--- config.mk ---
export PLATFORM = sky130hd
export DESIGN_NAME = sslod_ctrl
export DESIGN_NICKNAME = d
export VERILOG_FILES = /design/src/rtl/core/sslod_pkg.sv /design/src/rtl/core/sslod_ctrl.sv
export SDC_FILE = /design/constraint.sdc
export NUM_CORES = 1
export LEC_CHECK = 0
export BUFFER_PORTS_ARGS = -buffer_cell sky130_fd_sc_hd__buf_4
export CELL_PAD_IN_SITES_DETAIL_PLACEMENT = 0
export CELL_PAD_IN_SITES_GLOBAL_PLACEMENT = 2
export CORE_AREA = 5 5 42 44
export CTS_CLUSTER_SIZE = 8
export DETAILED_ROUTE_END_ITERATION = 10
export DIE_AREA = 0 0 47 49
export MAX_ROUTING_LAYER = met4
export PLACE_DENSITY_LB_ADDON = 0.1
export SYNTH_ARGS = -nofsm -noshare
export SYNTH_HDL_FRONTEND = slang
export SYNTH_SLANG_ARGS = --single-unit
export TNS_END_PERCENT = 1
--- constraint.sdc ---
create_clock -name clk_i -period 1.17 [get_ports clk_i]
set_input_delay 0.234 -clock clk_i [delete_from_list [all_inputs] [get_ports clk_i]]
set_output_delay 0.234 -clock clk_i [all_outputs]
set_load 0.05 [all_outputs]
--- src/rtl/core/sslod_pkg.sv ---
// Shared constants and types for the screen-size level-of-detail selector.
package sslod_pkg;
  localparam int MaxLevels = 4;
  localparam int MinDistance = 3;
  localparam logic [16:0] FullFade = 17'd65536;

  localparam logic [2:0] RegLodEnable = 3'd0;
  localparam logic [2:0] RegBias = 3'd1;
  localparam logic [2:0] RegForced = 3'd2;
  localparam logic [2:0] RegXfEnable = 3'd3;
  localparam logic [2:0] RegXfMs = 3'd4;
  localparam logic [2:0] RegHeight = 3'd5;
  localparam logic [2:0] RegCount = 3'd6;
  localparam logic [2:0] RegThresh = 3'd7;

  typedef struct packed {
    logic load;      // capture the item and start the distance
    logic sqrt_go;   // start the square root
    logic div1_go;   // start the fade division
    logic div2_go;   // start the screen-size division
    logic commit;    // update level state and load the result
  } cmd_t;

  typedef struct packed {
    logic sqrt_done;
    logic div_done;
  } sts_t;
endpackage

--- src/rtl/core/sslod_ctrl.sv ---
// Sequencer for one tick: sum of squares, square root, two divisions, commit.
module sslod_ctrl (
  input  logic            clk_i,
  input  logic            rst_ni,
  input  logic            in_valid_i,
  output logic            in_stall_o,
  output logic            out_valid_o,
  input  logic            out_stall_i,
  input  sslod_pkg::sts_t sts_i,
  output sslod_pkg::cmd_t cmd_o
);
  import sslod_pkg::*;

  typedef enum logic [2:0] {
    StIdle, StSum, StSqrt, StDiv1, StDiv2, StCommit
  } state_e;

  state_e state_q;
  logic   out_valid_q;

  assign in_stall_o  = (state_q != StIdle) || (out_valid_q && out_stall_i);
  assign out_valid_o = out_valid_q;

  always_comb begin
    cmd_o = '0;
    cmd_o.load    = (state_q == StIdle) && in_valid_i && !in_stall_o;
    cmd_o.sqrt_go = (state_q == StSum);
    cmd_o.div1_go = (state_q == StSqrt) && sts_i.sqrt_done;
    cmd_o.div2_go = (state_q == StDiv1) && sts_i.div_done;
    cmd_o.commit  = (state_q == StCommit);
  end

  always_ff @(posedge clk_i or negedge rst_ni) begin
    if (!rst_ni) begin
      state_q     <= StIdle;
      out_valid_q <= 1'b0;
    end else begin
      if (out_valid_q && !out_stall_i) out_valid_q <= 1'b0;
      unique case (state_q)
        StIdle:   if (cmd_o.load) state_q <= StSum;
        StSum:    state_q <= StSqrt;
        StSqrt:   if (sts_i.sqrt_done) state_q <= StDiv1;
        StDiv1:   if (sts_i.div_done) state_q <= StDiv2;
        StDiv2:   if (sts_i.div_done) state_q <= StCommit;
        StCommit: begin
          state_q     <= StIdle;
          out_valid_q <= 1'b1;
        end
        default:  state_q <= StIdle;
      endcase
    end
  end
endmodule

Yosys cells after proc, flatten, opt, wreduce, memory -nomap -nowiden --
Index checks and enable logic that the tools add are counted.
Operators by class: $add $sub $neg 0, multiply operators 0, divide/modulo/power cells 0, $lt $le $gt $ge 0, equal/unequal tests 9, shift operators 0, muxes and demuxes 7, bitwise operators 0, reduce and logical (&&, ||, !) cells 13
Operator list (count):
- $pmux W3 S5 | 1
- $mux W3 | 4
- $ne A2 B2 Y1 const B | 4
- $eq A3 B2 Y1 const B | 2
- $eq A3 B3 Y1 const B | 2
- $logic_and A1 B1 Y1 | 6
- $reduce_and A4 Y1 | 1
- $eq A3 B1 Y1 const B | 1
- $logic_not A3 Y1 | 1
- $reduce_bool A3 Y1 | 1
- $logic_not A1 Y1 | 2
- $mux W1 | 2
- $reduce_bool A2 Y1 | 1
- $logic_or A1 B1 Y1 | 1
Word-level totals: register bits 4, bits in latches 0, RAM bits 0, ROM bits 0, input port bits 6, output and inout bits 7, word-level logic and storage cells 31, memories kept 0

Logic depth before layout (Yosys ltp) --
depth in word-level cells 6, gate-level depth with buffers 3

Worst setup path after synthesis --
OpenSTA, ideal clock, no wires.
kind register to output, start point register out_valid_q, in the netlist out_valid_o, end point output cmd_o[4] in the netlist's numbering, arrival time 1.962 ns, slack -1.026 ns, stages on the path, launching flop included 4, path buffers 0, path through dfrtp_1 nand2_1 nand3b_1 nor2_1
RTL lines:
- from (decl) | line sslod_ctrl.sv:19 | logic out_valid_q;
- from (signal assigned) | line sslod_ctrl.sv:36 | out_valid_q <= 1'b0;
- from (signal assigned) | line sslod_ctrl.sv:38 | if (out_valid_q && !out_stall_i) out_valid_q <= 1'b0;
- from (signal assigned) | line sslod_ctrl.sv:47 | out_valid_q <= 1'b1;
- to (decl) | line sslod_ctrl.sv:10 | output sslod_pkg::cmd_t cmd_o

==> metrics.json <==
{
  "first_iter_violations": 3,
  "syn-num-nets": 31,
  "hold_path_class": "input pin to flop",
  "layout.nets": 56,
  "htreeDepth": 1,
  "timing.max_slew.rel_slack_pct": 84.5,
  "synth_top_family_by_area": "simple AND/OR/NAND/NOR gates",
  "cell_chosen_for_the_clock_root": "sky130_fd_sc_hd__clkbuf_4",
  "timing.rr.start": "state_q[0]",
  "fin_worst_skew_ns": 0.0141,
  "core_sq_um": 1400,
  "die_w_microns": 47,
  "worst_skew_pair.late_latency_ns": 0.24,
  "rsz0062_at_grt": "true",
  "floorplan.initialDensity_pct": 16.3,
  "max-cap-violations": 0,
  "start_kind": "flop",
  "clk_transition_reported_paths_ns": 0.03,
  "tightestPinTransition_ns": 0.231,
  "synth_top_area_share_pct": 43.7,
  "hold_viol_final": 0,
  "ff2ff_setup_slack_ns": 0.04,
  "synth_cells": 25,
  "vias_per_cell": 4.02,
  "layout_min_cycle_time_ns": 1.42,
  "worstSetupEndpointType": "primary output",
  "crit_fanout": 3,
  "fraction_of_the_mapped_netlist_area_in_simple_logic_gates_pct": 38.8,
  "number_of_antenna_violations_at_the_first_check_in_global_routing": 0,
  "cts_post_setup_buffers_inserted": 0,
  "setup_viol_count_final": 6,
  "drt_first_pass_iters": 2,
  "timing.critical_path.arrival_ns": 1.19,
  "critPathKind": "flop to primary output",
  "io_buffers": 12,
  "synth_xor_area_share_pct": 0,
  "muxShareOfSynthArea_pct": 0,
  "std_cell_rows": 14,
  "drt_drc_violations_left": 0,
  "clock_tree.buffer_depth": 2,
  "final.setup.worst_slack_ns": -0.253,
  "critPathRequiredTime_ns": 0.94,
  "boundaryPins": 13,
  "fin_util_pct": 34.6,
  "static-leakage-power_nw": 0.234,
  "ir_drop_mv": 1.03,
  "dp_hpwl_microns": 558,
  "hold_path_end": "state_q[0]",
  "synthDominantAreaCellType": "sky130_fd_sc_hd__dfrtp_1",
  "hold_path.startpoint": "sts_i[0]",
  "via_count": 261,
  "synth_area_per_cell_sq_um": 9.16,
  "num_antenna_cells": 0,
  "route.final.wire_length_microns": 705,
  "ff2ff_path_depth": 4,
  "finalMaxSlewViolations": 0,
  "drive_gt1_share_pct": 63.3,
  "die-area_sq_um": 2300,
  "first_global_vias": 253,
  "layout_worst_path_cycle_share_pct": 122,
  "cts_tree": "done",
  "post_synth_num_cell_types": 17,
  "synth-compound-area-share_pct": 15.8,
  "hold_ws_ns": 0.308,
  "fmaxAchievable_mhz": 703,
  "die_h_microns": 49,
  "share_of_the_yosys_chip_area_belonging_to_registers_pct": 43.7,
  "synthTopCellsByArea": "sky130_fd_sc_hd__dfrtp_1, sky130_fd_sc_hd__nor2b_1, sky130_fd_sc_hd__and3_4, sky130_fd_sc_hd__nor2_1, sky130_fd_sc_hd__nor3_1",
  "wl_per_cell_microns": 10.8,
  "pwr_density_cell_nw_per_um2": 2820,
  "hold_path_depth": 3,
  "globalRouteTotalUtil_pct": 7.03,
  "r2r-end": "state_q[2]",
  "yosys_warnings": 0,
  "first_pass_grt_wire_length_mm": 1.08,
  "failed_checks": "negative setup slack",
  "flow.area_growth_from_synthesis_pct": 111,
  "antenna_violating_nets_post_route": 0,
  "post_synth_instance_area_sq_um": 229,
  "yosys.area_share.adder_pct": 0,
  "globalRouteOverflowTotal": 0,
  "grt_max_degree": 9,
  "synth-seq-cells": 4,
  "globalplace.congestion": 0.660,
  "cts-buffers-inserted": 3,
  "status": "complete, but fails checks",
  "number_of_sinks_driven_by_the_clock_tree": 4
}
## flip-flops by register name, summed over array words and instances (netlist names)
signal       cells
state_q          3
out_valid_o      1
## metrics by stage
step	setup WS [ns]	area, sq um	TNS (ns)	power, mW	cells
2_1_floorplan	-0.590	248	-1.20	0.758	25
3_3_place_gp	-0.0647	410	-0.139	1.09	60
3_5_place_dp	-0.0574	410	-0.121	1.09	60
4_1_cts	-0.270	477	-1.42	1.37	65
5_1_grt	-0.334	484	-1.66	1.44	65
6_report	-0.253	484	-1.32	1.36	65
## where the power goes
group	switching [mW]	internal, mW	total [mW]
sequential	0.0591	0.198	0.257
clock	0.0626	0.128	0.191
combinational	0.524	0.393	0.917
total	0.646	0.719	1.36
## cells by family (layout without fill, tap and decap cells)
group,Yosys count,in the layout
AO/OA/AOI/OAI,5,5
buffers and inverters,1,25
flip-flops,4,4
AND/OR/NAND/NOR,15,15
## synth_stat cells, drive strengths merged
cell	n
a21boi	1
a21o	1
a32oi	1
and2b	1
and3	2
dfrtp	4
inv	1
nand2	3
nand3b	1
nor2	3
nor2b	3
nor3	2
o21ai	1
o31ai	1
## layer usage
layer / track usage [%] / wire length, microns
met5: - / 0
met4: 5.53 / 0
met3: 3.69 / 57
met2: 7.92 / 298
met1: 8.91 / 349
## final cells by class
class / count / area, sq um
well taps: 16 / 20.0
clock buffers: 4 / 26.3
fillers: 151 / 917
inverters: 1 / 3.75
repair buffers: 20 / 183
multi-input cells: 20 / 149
flip-flops and latches: 4 / 103
## worst max-delay path by stage
stage                 from       end  slack (ns)  cells after the start
2_1_floorplan  out_valid_o  cmd_o[4]       -0.59                      3
3_3_place_gp    state_q[2]  cmd_o[4]       -0.06                      3
3_5_place_dp    state_q[0]  cmd_o[4]       -0.06                      4
4_1_cts         state_q[0]  cmd_o[4]       -0.27                      4
5_1_grt         state_q[0]  cmd_o[4]       -0.33                      4
6_report        state_q[0]  cmd_o[4]       -0.25                      4
## critical path: stages (launching register included)
cell and delay [ns]:
sky130_fd_sc_hd__dfrtp_1 0.40, sky130_fd_sc_hd__nor2_2 0.14, sky130_fd_sc_hd__nand3b_1 0.15, sky130_fd_sc_hd__nor2_4 0.12, sky130_fd_sc_hd__buf_8 0.15
## placed cells by master (no fill, tap or decap), drive strengths merged
cell / instances
and3: 2
a21o: 1
clkbuf: 4
nand2: 3
o21ai: 1
dlygate4sd3: 1
nor3: 2
dfrtp: 4
nor2b: 3
and2b: 1
o31ai: 1
nand3b: 1
buf: 19
a21boi: 1
inv: 1
nor2: 3
a32oi: 1
## timing repair
item	CTS	global route
hold buffers	1	0
cloned	0	0
setup endpoints to repair	6	6
pin swaps	3	1
gates resized for setup	8	2
endpoints found under the hold margin	4	0
No activity file was read; power rests on OpenSTA's default activity.
